File: config.mk
export PLATFORM = sky130hd
export DESIGN_NAME = qslerp_acos
export DESIGN_NICKNAME = d
export VERILOG_FILES = /design/src/rtl/qslerp_pkg.sv /design/src/rtl/qslerp_acos.sv
export SDC_FILE = /design/constraint.sdc
export NUM_CORES = 2
export LEC_CHECK = 0
export BUFFER_PORTS_ARGS = -buffer_cell sky130_fd_sc_hd__buf_2
export CELL_PAD_IN_SITES_DETAIL_PLACEMENT = 0
export CELL_PAD_IN_SITES_GLOBAL_PLACEMENT = 2
export CORE_MARGIN = 2
export CORE_UTILIZATION = 40
export DETAILED_ROUTE_END_ITERATION = 12
export GPL_ROUTABILITY_DRIVEN = 0
export HOLD_SLACK_MARGIN = 0.02
export PLACE_DENSITY_LB_ADDON = 0.2
export SYNTH_ARGS = -nofsm -noshare
export SYNTH_HDL_FRONTEND = slang
export SYNTH_SLANG_ARGS = --single-unit
File: constraint.sdc
create_clock -name clk -period 3.86 [get_ports clk]
set_clock_uncertainty 0.05 [all_clocks]
set_input_delay 0.386 -clock clk [delete_from_list [all_inputs] [get_ports clk]]
set_output_delay 0.386 -clock clk [all_outputs]
set_load 0.005 [all_outputs]
File: src/rtl/qslerp_pkg.sv
// ----------------------------------------------------------------------------
// qslerp_pkg
// Shared constants, tables and types of the quaternion slerp pipeline.
// ----------------------------------------------------------------------------
package qslerp_pkg;

    // Number formats.
    localparam int FRAC_BITS    = 14;
    localparam int CORDIC_STEPS = 16;
    localparam int TBL_BITS     = 30;
    localparam int Q_W          = 16;
    localparam int T_W          = 15;
    localparam int ONE          = 1 << FRAC_BITS;

    // Internal widths.
    localparam int CW     = 20;                  // CORDIC x/y datapath
    localparam int ANG_W  = 20;                  // angles, F fraction bits
    localparam int RT_W   = FRAC_BITS + 1;       // square root, up to 2^F
    localparam int RAD_W  = 2 * FRAC_BITS + 1;   // radicand, up to 2^(2F)
    localparam int DOT_W  = 2 * Q_W + 2;         // exact dot product
    localparam int DVD_W  = CW + FRAC_BITS;      // scaled sine dividend
    localparam int COEF_W = FRAC_BITS + 18;      // holds +/- 2^(F+16)
    localparam int PRD_W  = COEF_W + Q_W;

    // Mode thresholds on the dot product (2F fraction bits).
    localparam longint P2   = longint'(1) << (2 * FRAC_BITS);
    localparam longint EPS2 = (P2 / 100000000) * 1001 + ((P2 % 100000000) * 1001) / 100000000;
    localparam logic signed [DOT_W-1:0] ANTI_LIM = DOT_W'(EPS2 - P2);
    localparam logic signed [DOT_W-1:0] LIN_LIM  = DOT_W'(P2 - EPS2);
    localparam logic [DVD_W-1:0]        COEF_LIM = DVD_W'(longint'(1) << (FRAC_BITS + 16));

    // Angle constants, floor values taken from TBL_BITS down to F fraction bits.
    localparam logic signed [ANG_W-1:0] HALF_PI =
        ANG_W'(64'd1686629713 >> (TBL_BITS - FRAC_BITS));
    localparam logic signed [ANG_W-1:0] PI_ANG =
        ANG_W'(64'd3373259426 >> (TBL_BITS - FRAC_BITS));
    localparam logic signed [CW-1:0] GAIN =
        CW'(64'd652032874 >> (TBL_BITS - FRAC_BITS));

    localparam logic [31:0] ATAN_TAB [32] = '{
        32'd843314856, 32'd497837829, 32'd263043836, 32'd133525158,
        32'd67021686,  32'd33543515,  32'd16775850,  32'd8388437,
        32'd4194282,   32'd2097149,   32'd1048575,   32'd524287,
        32'd262143,    32'd131071,    32'd65535,     32'd32767,
        32'd16383,     32'd8191,      32'd4095,      32'd2047,
        32'd1023,      32'd511,       32'd255,       32'd127,
        32'd63,        32'd31,        32'd15,        32'd7,
        32'd3,         32'd1,         32'd0,         32'd0
    };

    // Arctangent of 2^-i in the angle format.
    function automatic logic signed [ANG_W-1:0] atan_at(input logic [4:0] i);
        return ANG_W'(ATAN_TAB[i] >> (TBL_BITS - FRAC_BITS));
    endfunction

    typedef enum logic [1:0] {
        MODE_LINEAR = 2'd0,
        MODE_ANTI   = 2'd1,
        MODE_SLERP  = 2'd2
    } mode_t;

    // Data that rides along the whole pipeline.
    typedef struct packed {
        logic [3:0][Q_W-1:0] qa;
        logic [3:0][Q_W-1:0] qb;
        logic [T_W-1:0]      t;
        mode_t               mode;
    } side_t;

    typedef struct packed {
        logic  valid;
        side_t side;
    } pipe_t;

endpackage

File: src/rtl/qslerp_acos.sv
// ----------------------------------------------------------------------------
// qslerp_acos
// Vectoring CORDIC pipeline that turns (d, sqrt(1-d^2)) into acos(d).
// ----------------------------------------------------------------------------
module qslerp_acos (
    input  logic                                  clk,
    input  logic                                  rst_n,
    input  logic                                  en,
    input  qslerp_pkg::pipe_t                     in_pipe,
    input  logic [qslerp_pkg::RT_W-1:0]           root,
    input  logic signed [qslerp_pkg::Q_W-1:0]     d_in,
    output qslerp_pkg::pipe_t                     out_pipe,
    output logic signed [qslerp_pkg::ANG_W-1:0]   theta
);

    localparam int N  = qslerp_pkg::CORDIC_STEPS;
    localparam int CW = qslerp_pkg::CW;
    localparam int AW = qslerp_pkg::ANG_W;

    qslerp_pkg::pipe_t     pipe_reg [N];
    logic signed [CW-1:0]  x_reg    [N];
    logic signed [CW-1:0]  y_reg    [N];
    logic signed [AW-1:0]  z_reg    [N];

    logic signed [CW-1:0]  d_ext;
    logic signed [CW-1:0]  s_ext;
    logic signed [CW-1:0]  x0;
    logic signed [CW-1:0]  y0;
    logic signed [AW-1:0]  z0;

    // A negative d is first turned by -pi/2 so the loop converges.
    assign d_ext = CW'(d_in);
    assign s_ext = CW'(root);
    assign x0    = d_ext[CW-1] ? s_ext : d_ext;
    assign y0    = d_ext[CW-1] ? -d_ext : s_ext;
    assign z0    = d_ext[CW-1] ? qslerp_pkg::HALF_PI : '0;

    genvar k;
    for (k = 0; k < N; k++)
    begin : g_stage
        qslerp_pkg::pipe_t     pipe_i;
        logic signed [CW-1:0]  x_i;
        logic signed [CW-1:0]  y_i;
        logic signed [AW-1:0]  z_i;
        logic signed [AW-1:0]  step;

        if (k == 0)
        begin : g_first
            assign pipe_i = in_pipe;
            assign x_i    = x0;
            assign y_i    = y0;
            assign z_i    = z0;
        end
        else
        begin : g_next
            assign pipe_i = pipe_reg[k-1];
            assign x_i    = x_reg[k-1];
            assign y_i    = y_reg[k-1];
            assign z_i    = z_reg[k-1];
        end

        assign step = qslerp_pkg::atan_at(5'(k));

        always_ff @(posedge clk or negedge rst_n)
        begin
            if (!rst_n)
                pipe_reg[k] <= '0;
            else if (en)
                pipe_reg[k] <= pipe_i;
        end

        // Rotate toward the x axis and accumulate the angle.
        always_ff @(posedge clk)
        begin
            if (en)
            begin
                if (!y_i[CW-1])
                begin
                    x_reg[k] <= x_i + (y_i >>> k);
                    y_reg[k] <= y_i - (x_i >>> k);
                    z_reg[k] <= z_i + step;
                end
                else
                begin
                    x_reg[k] <= x_i - (y_i >>> k);
                    y_reg[k] <= y_i + (x_i >>> k);
                    z_reg[k] <= z_i - step;
                end
            end
        end
    end

    assign out_pipe = pipe_reg[N-1];
    assign theta    = z_reg[N-1];

endmodule

# Word-level counts from Yosys, hierarchy flattened
# Memory sizes are Yosys's and may differ from the RTL's.
# Index checks and enable logic that the tools add are counted.
# word_totals
memories,3
out_inout_bits,166
mem_bits_rw,960
wordCells,466
register_bits,2336
in_bits,180
# memory_table
memory,depth,word_bits,rd,rd_ports_with_merged_regs,wr,line,source
x_reg,16,20,15,0,16,qslerp_acos.sv:21,logic signed [CW-1:0] x_reg [N];
y_reg,16,20,15,0,16,qslerp_acos.sv:22,logic signed [CW-1:0] y_reg [N];
z_reg,16,20,16,0,16,qslerp_acos.sv:23,logic signed [AW-1:0] z_reg [N];
# op_classes
bitwise_logic,48
n_mux,147
addsub,92
# ops
operator,n
20-bit two-way mux,49
1-bit two-way mux,96
20-bit by 16-bit adder with 20-bit output,3
20-bit by 16-bit subtractor with 20-bit output,3
1-bit bitwise OR,48
20-bit by 10-bit adder with 20-bit output,2
20-bit by 11-bit adder with 20-bit output,2
20-bit by 12-bit adder with 20-bit output,2
20-bit by 13-bit adder with 20-bit output,2
20-bit by 14-bit adder with 20-bit output,2
20-bit by 15-bit adder with 20-bit output,2
20-bit by 17-bit adder with 20-bit output,2
20-bit by 18-bit adder with 20-bit output,2
20-bit by 19-bit adder with 20-bit output,2
20-bit by 5-bit adder with 20-bit output,2
20-bit by 6-bit adder with 20-bit output,2
20-bit by 7-bit adder with 20-bit output,2
20-bit by 8-bit adder with 20-bit output,2
20-bit by 9-bit adder with 20-bit output,2
20-bit by 10-bit subtractor with 20-bit output,2
20-bit by 11-bit subtractor with 20-bit output,2
20-bit by 12-bit subtractor with 20-bit output,2
20-bit by 13-bit subtractor with 20-bit output,2
20-bit by 14-bit subtractor with 20-bit output,2
40 further kinds,50

# Longest topological paths before layout
# logic_depth
ltp_word,6
ltp_mapped,17
depth_no_buf,16

# Worst setup path before layout
# No wires, ideal clock.
# synth_path
path_kind,input-to-reg
from,in en
to,"mem x_reg[8][18], data pin"
n_path_buf,4
path_slack_ps,-617
setup_time_ps,135
required_ps,3675
arrival_time_ps,4292
cell_stages,17
path_cell_list,clkbuf_1 clkbuf_1 clkbuf_1 nand2_1 inv_1 clkbuf_1 nor2_1 xnor2_1 ha_1 nor2b_1 o31a_1 o211ai_1 a21oi_1 nor4_1 nor3_1 or3b_2 nand3_1
# synth_rtl
item,line,source
from (decl),qslerp_acos.sv:8,"input logic en,"
to (decl),qslerp_acos.sv:21,

==> results.json <==
{
  "nFillCells": 32700,
  "final_cell_mix": "mux2_2 (2358), dfrtp_1 (2336), buf_4 (1694)",
  "hp-start": "root[12]",
  "avgViaCountPerCell": 5.02,
  "rsz0062_at_grt": "true",
  "r2r-start": "x_reg[5][11]",
  "end_kind": "register",
  "p_sw_mw": 64.0,
  "avgSynthCellArea_um2": 13.0,
  "status": "finished, final reports clean",
  "power_density_nw_per_um2": 998,
  "setup_ws_ps": 74.9,
  "dpl.hpwl_um": 242000,
  "async_flop_share": 0.751,
  "synth_ff_type": "dfrtp_1",
  "cts-root-buf": "clkbuf_16",
  "synth_top_area_frac": 0.392,
  "yosysSeqAreaShare": 0.548,
  "drv_cap": 0,
  "drc": 0,
  "ys_types": 78,
  "finalHoldViolations": 0,
  "routedWlPerCell_um": 17.3,
  "seqPwrFrac": 0.328,
  "hp-class": "input pin to register",
  "comb_power_share": 0.488,
  "yosysTopAreaCell": "dfrtp_1",
  "grt_pass1_wl_um": 534000,
  "min_path_cells": 4,
  "area_delta_synth_final_pct": 23.3,
  "setup_viol_count_final": 0,
  "postRouteAntennaNets": 0,
  "grt_pass1_vias": 98200,
  "portBuffers": 345,
  "clkPwrFrac": 0.184,
  "dieArea_um2": 378000,
  "p_sw_frac": 0.349,
  "worst_slew_pin_slew_ps": 1140,
  "grt_usage": 0.171,
  "ys_ff_latch": 3111,
  "clkSlewWorstSetupHoldPaths_ps": 60,
  "vias": 95400,
  "fin_area_um2": 184000,
  "ff2ff_path_depth": 14,
  "boundaryPins": 346,
  "die_y_um": 615,
  "antenna_found_initial": 14,
  "period_share": 0.981,
  "cts_buffers": 352,
  "h-tree-depth": 5,
  "cp_max_fo": 3,
  "yosys-top-cells-area": "dfrtp_1 (39%), mux2_2 (18%), edfxtp_1 (16%)",
  "drt_pass1_iterations": 5,
  "worstSetupStartpointType": "register",
  "layout.nets": 14700,
  "grt_overflow": 0,
  "synth-edff-count": 775,
  "std_cell_rows": 224,
  "max-slew-margin-rel": 0.239,
  "leakage_nw": 80.5,
  "first_iter_violations": 4277,
  "place_ws_ps": -344,
  "core_area_um2": 372000,
  "clockBufferDepth": 4,
  "fin_crit_ps": 3790,
  "drive_gt1_frac": 0.370,
  "initial_core_util": 0.401,
  "final_common_cell": "mux2_2",
  "cts.sinks": 3111,
  "syn_area_um2": 149000,
  "crit_type": "register to register",
  "max_freq_ghz": 0.264,
  "grt_max_degree": 200,
  "final.setup.tns_ps": 0,
  "die_w_um": 615,
  "hold_path_end": "y_reg[0][12]",
  "worstPathRequired_ps": 4420,
  "clkLatencyLatePin_ps": 910,
  "multi_input_area_um2": 65500,
  "seq_area_um2": 81700,
  "cts_tree": "done",
  "r2r_end": "y_reg[0][139]",
  "post_dp_cell_area_um2": 169000,
  "wl_um": 328000,
  "synth_warnings": 0,
  "peakVddDrop_mv": 0.499,
  "synthCells": 11500,
  "cp.arrival_ps": 4350,
  "maxSlewViolCount": 0,
  "largest_reg_flops": 2190,
  "reg2reg_setup_slack_ps": 70,
  "internal_power_mw": 120
}
[layer usage]
| metal | global-route usage | wire length (µm) | vias up |
|---|---|---|---|
| met2 | 0.296 | 161000 | 1250 |
| met1 | 0.227 | 148000 | 47100 |
| li1 | - | - | 46600 |
| met4 | 0.0499 | 9510 | 2 |
| met5 | 0 | 7 | - |
| met3 | 0.0197 | 9650 | 528 |
[worst max path at each step]
stage | start | endpoint | cells past startpoint
after floorplan | en | x_reg[8][18] | 17
final | x_reg[5][11] | y_reg[0][139] | 14
after CTS | y_reg[0][23] | x_reg[2][19] | 15
after global placement | en | y_reg[0][39] | 17
after global routing | x_reg[5][11] | y_reg[0][139] | 14
after detailed placement | en | y_reg[0][159] | 15
[critical path, stage by stage, from the launching register on]
cell and delay (ps):
edfxtp_1 390, or4_4 550, or4_4 430, or3_4 380, nand2_2 100, xnor2_2 60
ha_2 350, a21o_1 120, nor3_1 50, nor3b_2 180, o21ai_1 90, buf_4 160
a2111oi_4 400, or3_1 160, nand3_1 60
[power groups by stage]
stage | clock network, mW | registers (mW) | logic, mW
after floorplan | 0 | 57.1 | 53.9
after global placement | 0 | 60.6 | 86.5
after detailed placement | 0 | 61.0 | 88.1
after CTS | 35.0 | 60.5 | 89.0
after global routing | 36.3 | 62.1 | 99.7
final | 33.8 | 60.2 | 89.6
[synthesized netlist by cell type (56+ instances only)]
cell type,count
a211oi_1,59
a21o_1,121
a21oi_1,555
a31oi_1,56
and3_1,66
clkbuf_1,308
dfrtp_1,2336
edfxtp_1,775
ha_1,728
inv_1,376
mux2_2,2358
nand2_1,442
nand2b_1,106
nand3_1,127
nor2_1,499
nor2b_1,80
nor3_1,226
o21a_1,121
o21ai_0,400
o21bai_1,76
o31ai_1,76
or3_1,67
xnor2_1,561
xor2_1,228
[repair_timing]
item / CTS / global route
endpoints found under the hold margin: 755 / 0
hold buffers: 156 / 0
pin swaps: 2 / 54
setup buffers: 1 / 26
resized for setup: 37 / 141
cloned: 0 / 0
endpoints found under the setup margin: 29 / 82
[logic make-up (layout without fill, tap and decap cells)]
family | count (synthesis) | count (layout) | share of synthesized area
xor+xnor | 789 | 789 | 0.0463
compound gates | 1832 | 1832 | 0.0787
other cells | 2 | 11 | 0.0000503
mux | 2404 | 2404 | 0.181
fa+ha+maj | 765 | 765 | 0.0660
simple gates | 1867 | 1867 | 0.0614
flops | 3111 | 3111 | 0.548
buf+inv | 733 | 3263 | 0.0187
[per-stage QoR]
step | hold slack (ps) | utilization | cells | total power, mW
2_1_floorplan | 40.4 | - | 11500 | 111
3_3_place_gp | 350 | 0.455 | 18200 | 147
3_5_place_dp | 355 | 0.455 | 18200 | 149
4_1_cts | 56.3 | 0.492 | 19000 | 184
5_1_grt | 114 | 0.495 | 19000 | 198
6_report | 133 | 0.495 | 19000 | 184
[layout make-up]
type	instances	area share
flip-flops and latches	3111	0.444
multi-input cells	7664	0.356
repair buffers	2245	0.0926
clock buffers	516	0.0564
well taps	4972	0.0338
clock inverters	125	0.00859
inverters	377	0.00770
diodes	4	0.0000544
No activity file was read; power rests on OpenSTA's default activity.
