### src/rtl/qslerp_pkg.sv
// ----------------------------------------------------------------------------
// qslerp_pkg
// Shared constants, tables and types of the quaternion slerp pipeline.
// ----------------------------------------------------------------------------
package qslerp_pkg;

    // Number formats.
    localparam int FRAC_BITS    = 14;
    localparam int CORDIC_STEPS = 16;
    localparam int TBL_BITS     = 30;
    localparam int Q_W          = 16;
    localparam int T_W          = 15;
    localparam int ONE          = 1 << FRAC_BITS;

    // Internal widths.
    localparam int CW     = 20;                  // CORDIC x/y datapath
    localparam int ANG_W  = 20;                  // angles, F fraction bits
    localparam int RT_W   = FRAC_BITS + 1;       // square root, up to 2^F
    localparam int RAD_W  = 2 * FRAC_BITS + 1;   // radicand, up to 2^(2F)
    localparam int DOT_W  = 2 * Q_W + 2;         // exact dot product
    localparam int DVD_W  = CW + FRAC_BITS;      // scaled sine dividend
    localparam int COEF_W = FRAC_BITS + 18;      // holds +/- 2^(F+16)
    localparam int PRD_W  = COEF_W + Q_W;

    // Mode thresholds on the dot product (2F fraction bits).
    localparam longint P2   = longint'(1) << (2 * FRAC_BITS);
    localparam longint EPS2 = (P2 / 100000000) * 1001 + ((P2 % 100000000) * 1001) / 100000000;
    localparam logic signed [DOT_W-1:0] ANTI_LIM = DOT_W'(EPS2 - P2);
    localparam logic signed [DOT_W-1:0] LIN_LIM  = DOT_W'(P2 - EPS2);
    localparam logic [DVD_W-1:0]        COEF_LIM = DVD_W'(longint'(1) << (FRAC_BITS + 16));

    // Angle constants, floor values taken from TBL_BITS down to F fraction bits.
    localparam logic signed [ANG_W-1:0] HALF_PI =
        ANG_W'(64'd1686629713 >> (TBL_BITS - FRAC_BITS));
    localparam logic signed [ANG_W-1:0] PI_ANG =
        ANG_W'(64'd3373259426 >> (TBL_BITS - FRAC_BITS));
    localparam logic signed [CW-1:0] GAIN =
        CW'(64'd652032874 >> (TBL_BITS - FRAC_BITS));

    localparam logic [31:0] ATAN_TAB [32] = '{
        32'd843314856, 32'd497837829, 32'd263043836, 32'd133525158,
        32'd67021686,  32'd33543515,  32'd16775850,  32'd8388437,
        32'd4194282,   32'd2097149,   32'd1048575,   32'd524287,
        32'd262143,    32'd131071,    32'd65535,     32'd32767,
        32'd16383,     32'd8191,      32'd4095,      32'd2047,
        32'd1023,      32'd511,       32'd255,       32'd127,
        32'd63,        32'd31,        32'd15,        32'd7,
        32'd3,         32'd1,         32'd0,         32'd0
    };

    // Arctangent of 2^-i in the angle format.
    function automatic logic signed [ANG_W-1:0] atan_at(input logic [4:0] i);
        return ANG_W'(ATAN_TAB[i] >> (TBL_BITS - FRAC_BITS));
    endfunction

    typedef enum logic [1:0] {
        MODE_LINEAR = 2'd0,
        MODE_ANTI   = 2'd1,
        MODE_SLERP  = 2'd2
    } mode_t;

    // Data that rides along the whole pipeline.
    typedef struct packed {
        logic [3:0][Q_W-1:0] qa;
        logic [3:0][Q_W-1:0] qb;
        logic [T_W-1:0]      t;
        mode_t               mode;
    } side_t;

    typedef struct packed {
        logic  valid;
        side_t side;
    } pipe_t;

endpackage

### src/rtl/qslerp_isqrt.sv
// ----------------------------------------------------------------------------
// qslerp_isqrt
// Pipelined integer square root, one result bit per stage.
// ----------------------------------------------------------------------------
module qslerp_isqrt (
    input  logic                                 clk,
    input  logic                                 rst_n,
    input  logic                                 en,
    input  qslerp_pkg::pipe_t                    in_pipe,
    input  logic [qslerp_pkg::RAD_W-1:0]         rad,
    input  logic signed [qslerp_pkg::Q_W-1:0]    d_in,
    output qslerp_pkg::pipe_t                    out_pipe,
    output logic [qslerp_pkg::RT_W-1:0]          root,
    output logic signed [qslerp_pkg::Q_W-1:0]    d_out
);

    localparam int N  = qslerp_pkg::RT_W;
    localparam int IW = qslerp_pkg::RAD_W + qslerp_pkg::RT_W + 1;

    qslerp_pkg::pipe_t                  pipe_reg [N];
    logic [qslerp_pkg::RAD_W-1:0]       rem_reg  [N];
    logic [qslerp_pkg::RT_W-1:0]        root_reg [N];
    logic signed [qslerp_pkg::Q_W-1:0]  d_reg    [N];

    genvar k;
    for (k = 0; k < N; k++)
    begin : g_stage
        localparam int B = N - 1 - k;

        qslerp_pkg::pipe_t                  pipe_i;
        logic [qslerp_pkg::RAD_W-1:0]       rem_i;
        logic [qslerp_pkg::RT_W-1:0]        root_i;
        logic signed [qslerp_pkg::Q_W-1:0]  d_i;
        logic [IW-1:0]                      inc;
        logic                               take;

        if (k == 0)
        begin : g_first
            assign pipe_i = in_pipe;
            assign rem_i  = rad;
            assign root_i = '0;
            assign d_i    = d_in;
        end
        else
        begin : g_next
            assign pipe_i = pipe_reg[k-1];
            assign rem_i  = rem_reg[k-1];
            assign root_i = root_reg[k-1];
            assign d_i    = d_reg[k-1];
        end

        // Growth of root^2 when bit B is set: 2*root*2^B + 2^(2B).
        assign inc  = (IW'(root_i) << (B + 1)) | (IW'(1) << (2 * B));
        assign take = IW'(rem_i) >= inc;

        // Valid and side data.
        always_ff @(posedge clk or negedge rst_n)
        begin
            if (!rst_n)
                pipe_reg[k] <= '0;
            else if (en)
                pipe_reg[k] <= pipe_i;
        end

        // Remainder and partial root.
        always_ff @(posedge clk)
        begin
            if (en)
            begin
                rem_reg[k]  <= take ? rem_i - inc[qslerp_pkg::RAD_W-1:0] : rem_i;
                root_reg[k] <= take ? (root_i | (qslerp_pkg::RT_W'(1) << B)) : root_i;
                d_reg[k]    <= d_i;
            end
        end
    end

    assign out_pipe = pipe_reg[N-1];
    assign root     = root_reg[N-1];
    assign d_out    = d_reg[N-1];

endmodule

### config.mk
export PLATFORM = sky130hd
export DESIGN_NAME = qslerp_isqrt
export DESIGN_NICKNAME = d
export VERILOG_FILES = /design/src/rtl/qslerp_pkg.sv /design/src/rtl/qslerp_isqrt.sv
export SDC_FILE = /design/constraint.sdc
export NUM_CORES = 2
export LEC_CHECK = 0
export ABC_AREA = 1
export BUFFER_PORTS_ARGS = -buffer_cell sky130_fd_sc_hd__buf_2
export CORE_UTILIZATION = 50
export CTS_CLUSTER_SIZE = 40
export DETAILED_ROUTE_END_ITERATION = 6
export PLACE_DENSITY = 0.66
export REMOVE_ABC_BUFFERS = 1
export SKIP_CTS_REPAIR_TIMING = 1
export SLEW_MARGIN = 20
export SYNTH_ARGS = -nofsm -noshare
export SYNTH_HDL_FRONTEND = slang
export SYNTH_SLANG_ARGS = --single-unit
### constraint.sdc
create_clock -name clk -period 2.6 [get_ports clk]
set_clock_uncertainty 0.05 [all_clocks]
set_input_delay 0.26 -clock clk [delete_from_list [all_inputs] [get_ports clk]]
set_output_delay 0.26 -clock clk [all_outputs]
set_load 0.1 [all_outputs]
== Yosys cells after proc, flatten, opt, wreduce, memory -nomap -nowiden ==
Memories as Yosys holds them, arrays and structs flattened.
Index checks and enable logic that the tools add are counted.
W data, S select, Z words.

* Bits of input ports: 194
* Output and inout bits: 177
* RAM bits: 900
* Register bits: 2190
* Memories kept: 3

{| class="wikitable"
|+ Memory list
! memory !! depth !! bits a word !! rd ports !! clocked after Yosys merged registers in !! write ports !! RTL line !! text
|-
| rem_reg || 15 || 29 || 14 || 0 || 15 || qslerp_isqrt.sv:21 || <nowiki>logic [qslerp_pkg::RAD_W-1:0] rem_reg [N];</nowiki>
|-
| d_reg || 15 || 16 || 15 || 0 || 15 || qslerp_isqrt.sv:23 || <nowiki>logic signed [qslerp_pkg::Q_W-1:0] d_reg [N];</nowiki>
|-
| root_reg || 15 || 15 || 15 || 0 || 15 || qslerp_isqrt.sv:22 || <nowiki>logic [qslerp_pkg::RT_W-1:0] root_reg [N];</nowiki>
|}

* Add/subtract/negate cells: 15
* Magnitude comparators: 15
* Muxes and demuxes: 32

{| class="wikitable"
|+ Operators by type and width
! cell !! number
|-
| $mux W29 || 15
|-
| $ge A29 B16 Y1 || 1
|-
| $ge A29 B17 Y1 || 1
|-
| $ge A29 B18 Y1 || 1
|-
| $ge A29 B19 Y1 || 1
|-
| $ge A29 B20 Y1 || 1
|-
| $ge A29 B21 Y1 || 1
|-
| $ge A29 B22 Y1 || 1
|-
| $ge A29 B23 Y1 || 1
|-
| $ge A29 B24 Y1 || 1
|-
| $ge A29 B25 Y1 || 1
|-
| $ge A29 B26 Y1 || 1
|-
| $ge A29 B27 Y1 || 1
|-
| $ge A29 B28 Y1 || 1
|-
| $ge A29 B29 Y1 || 1
|-
| $ge A29 B29 Y1 const B || 1
|-
| $sub A29 B16 Y29 || 1
|-
| $sub A29 B17 Y29 || 1
|-
| $sub A29 B18 Y29 || 1
|-
| $sub A29 B19 Y29 || 1
|-
| $sub A29 B20 Y29 || 1
|-
| $sub A29 B21 Y29 || 1
|-
| $sub A29 B22 Y29 || 1
|-
| $sub A29 B23 Y29 || 1
|-
| other kinds (22) || 24
|}

== Depth between registers and ports, before layout ==
An unclocked memory read counts as a cell.

* Depth after elaboration: 3
* Mapped depth: 14
* Mapped depth without buffers: 14

== Worst setup path before layout ==
No wires, ideal clock.

* Kind: register to register
* From: memory rem_reg[1][73] (netlist bit)
* To: memory rem_reg[1][97] (netlist bit), data pin
* Slack: 620 ps
* Setup time: 252 ps
* Cell stages (with the launch flop): 14
* Arrival: 1678 ps
* Required time: 2298 ps
* Buffers on the path: 2
* Path through: edfxtp_1 ha_1 nand2_1 inv_1 nand2_1 nand2_1 nand2_1 nand2_1 nor2_1 nand3_2 buf_6 buf_12 nand2_1 nand2_1

{| class="wikitable"
|+ RTL lines
! what !! RTL line
|-
| start: declaration || qslerp_isqrt.sv:21
|}

==> run metrics <==
status finished, final reports clean; Initial Util around 51%; Psw roughly 0.034 W; Area after DPL ~120000 µm²; Clock power frac 37.4%; die width 485 µm; 1st-iter DRT viols approximately 4.4k; Tot GR Track Use 19.3%; Max clock buf depth 4; Mapped Area between 100000 and 150000 µm²; drc violations 0; register bit total from synthesis just under 3k; Int Pwr 0.0877 W; Max rail drop VDD 0.000683 V; max-slew violations 0; final setup fails 0; floorplan core area roughly 230000 µm²; Die Area 235000 µm²; Layout Cell Area excl Fill 136000 µm²; Max-Cap Viols 0; Power Dens Cells approximately 890 nW/µm²; Yosys warnings 0; clk slew on worst S/H paths 0.06 ns; CTS tree built; Seq pwr share 47.5%; CP required 3.20 ns; utilization after layout 59.0%; I/O Buffers 370; Mapped Cells 11.3k; Fillers 19.1k; post-synthesis async set-or-reset flop share roughly three quarters; HPWL Detailed between 150000 and 200000 µm; number of global-route vias before repair ~75k; largest net degree at the start of global routing 141; Final Critical Period 2.46 ns; syn avg cell area between 10 and 15 µm²; routed wire length per instance 14.9 µm; number of synthesized flops with an enable pin 766; ratio of cells with drive above 1 in the final layout 11.7%; Tcrit/Tclk final 94.7%; clock sinks 2956; crit end category flop; GP Congestion 0.863; Die Ht 485 µm; NumNets Final 12.4k; initial antenna violation count 1; Primary FF master, synth dfrtp_1; clock latency on the worst-skew pair 0.91 ns; Slew HR between 50% and 60%; Netlist cell types 47; CP max FO 17; FP Rows 176; H-tree depth 5; Vias between 70k and 80k; CP Launch Type flop; io pins 371; total negative slack 0 ns; TritonCTS Buffers 323; Arr. time, crit path 3.06 ns; TritonRoute pass-1 iters 6; Worst Tran Pin Value 0.640 ns; drt total wl 228000 µm; Pleak approximately 63 nW; worst hold path type input port to flop; Sw Share between 20% and 30%; Comb power frac 15.2%; area grow syn2layout 16.8%; grt total ovfl 0; Largest register FFs 2044; RSZ-0062 raised after global routing no; first-pass GRT wire length about 370000 µm; register area share after synthesis between 60% and 70%; Crit Path Class flop to flop; FMAX 406 MHz; DRT antenna net count 0; Hold Vio Cnt, Final 0; Root Buffer Master clkbuf_16; hold_ws 0.0429 ns; Via density 4.90
cells in the mapped netlist, types with 2 or more instances:
cell      count  area (µm²)
dfrtp_1    2190       54800
nand2_1    2085        7830
inv_1      1523        5720
nor2_1     1326        4980
a21oi_1    1073        5370
o21ai_0    1048        5250
edfxtp_1    766       23000
buf_2       327        1640
mux2_2      206        2320
nand3_1     203        1020
ha_1        131        1640
clkbuf_1    123         462
xor2_1       63         552
nand4_1      48         300
nor3_1       29         145
buf_6        22         248
a21oi_2      21         184
nand3b_1     20         150
xnor2_1      20         175
buf_4        19         143
nor2_2       14        87.6
nor4_1       10        62.6
inv_2         8        30.0
nand2_2       8        50.1
or2_2         8        50.1
nand3_2       6        60.1
nor2_4        6        67.6
a21o_1        5        37.5
a211oi_1      3        22.5
a21boi_0      3        22.5
o21ai_1       3        15.0
o21bai_1      3        22.5
inv_4         2        12.5
nor3_2        2        20.0
o211ai_1      2        15.0
area by class of cell:
class | count | area (µm²) | share of cell area, %
Sequential cell | 2956 | 77800 | 57.2
Multi-Input combinational cell | 6356 | 30500 | 22.4
Clock buffer | 449 | 9270 | 6.81
Timing Repair Buffer | 904 | 7610 | 5.59
Inverter | 1534 | 5760 | 4.23
Tap cell | 3026 | 3790 | 2.78
Clock inverter | 118 | 1350 | 0.988
Antenna cell | 2 | 5.00 | 0.00368
critical path: stages, from the launching register on:
cell and delay (ns):
edfxtp_1 0.42, ha_1 0.38, o21ai_0 0.11, nand2_1 0.22, nand2_1 0.11, nand2_1 0.12, nand2_1 0.11, nand3_2 0.18
buf_12 0.22, o21ai_1 0.31
kinds of logic after synthesis:
| kind of cell | count (synthesis) | share of synthesized area, % |
|---|---|---|
| other | 1 | 0.00322 |
| buffers and inverters | 2026 | 7.09 |
| DFF | 2956 | 66.7 |
| AOI/OAI and AO/OA | 2163 | 9.40 |
| xor gates and xnor gates | 83 | 0.624 |
| adders and majority gates | 131 | 1.41 |
| muxes | 206 | 1.99 |
| and+or+nand+nor | 3772 | 12.8 |
metrics by stage:
step | instances | worst slack (ns) | total power (W)
6_report | 15300 | 0.139 | 0.121
5_1_grt | 15300 | 0.0220 | 0.128
4_1_cts | 15100 | -0.260 | 0.123
3_5_place_dp | 14500 | -0.227 | 0.0767
3_3_place_gp | 14500 | -0.231 | 0.0761
2_1_floorplan | 10800 | 0.360 | 0.0697
final timing paths:
check / start / cells past startpoint / endpoint / slack (ns)
worst max-delay path: rem_reg[1][39] / 9 / rem_reg[1][67] / 0.14
worst min-delay path: in_pipe[108] / 4 / g_stage[1].pipe_i[108] / 0.04
worst max register to register: rem_reg[1][39] / 9 / rem_reg[1][67] / 0.14
worst min register to register: d_reg[2][9] / 0 / d_reg[2][25] / 0.33
max in group asynchronous: rst_n / 4 / g_stage[9].pipe_i[95] / 1.49
min in group asynchronous: rst_n / 3 / g_stage[13].pipe_i[48] / 0.22
cell usage in the layout, fill, tap and decap left out, types with 6 or more instances in the layout:
| cell | count |
|---|---|
| o21ai_0 | 1048 |
| nor2_1 | 1325 |
| buf_4 | 209 |
| buf_12 | 91 |
| or2_2 | 8 |
| dlygate4sd3_1 | 235 |
| a21oi_1 | 1073 |
| nor3_1 | 29 |
| a21oi_2 | 21 |
| clkinv_1 | 15 |
| nand4_1 | 48 |
| dfrtp_1 | 2190 |
| inv_1 | 1523 |
| bufinv_16 | 26 |
| nand3_1 | 203 |
| nand3_2 | 6 |
| clkbuf_16 | 332 |
| clkbuf_1 | 64 |
| inv_6 | 8 |
| buf_2 | 368 |
| mux2_2 | 206 |
| xor2_1 | 63 |
| nor4_1 | 10 |
| clkbuf_8 | 52 |
| inv_2 | 8 |
| nor2_2 | 12 |
| ha_1 | 129 |
| nand2_1 | 2085 |
| nand3b_1 | 20 |
| edfxtp_1 | 766 |
| nand2_2 | 8 |
| nor2_4 | 9 |
| clkinv_2 | 54 |
| xnor2_1 | 20 |
| clkinvlp_4 | 7 |
power by group through the flow:
stage | Clock (W) | Sequential [W] | Combinational, W
floorplan | 0 | 0.0604 | 0.00937
global placement | 0 | 0.0583 | 0.0178
detailed placement | 0 | 0.0585 | 0.0182
CTS | 0.0466 | 0.0577 | 0.0183
global route | 0.0484 | 0.0583 | 0.0208
finish | 0.0454 | 0.0576 | 0.0184
layer usage:
metal / routed length, µm / share of wire (%) / vias up / track usage (%)
met1: 103000 / 45 / 35900 / 26.2
met5: 0 / 0 / - / 0
met2: 112000 / 49 / 1020 / 32.3
met3: 6710 / 2.9 / 426 / 2.56
li1: - / - / 37800 / -
met4: 6260 / 2.7 / 0 / 5.85
(Power assumes the default switching activity.)
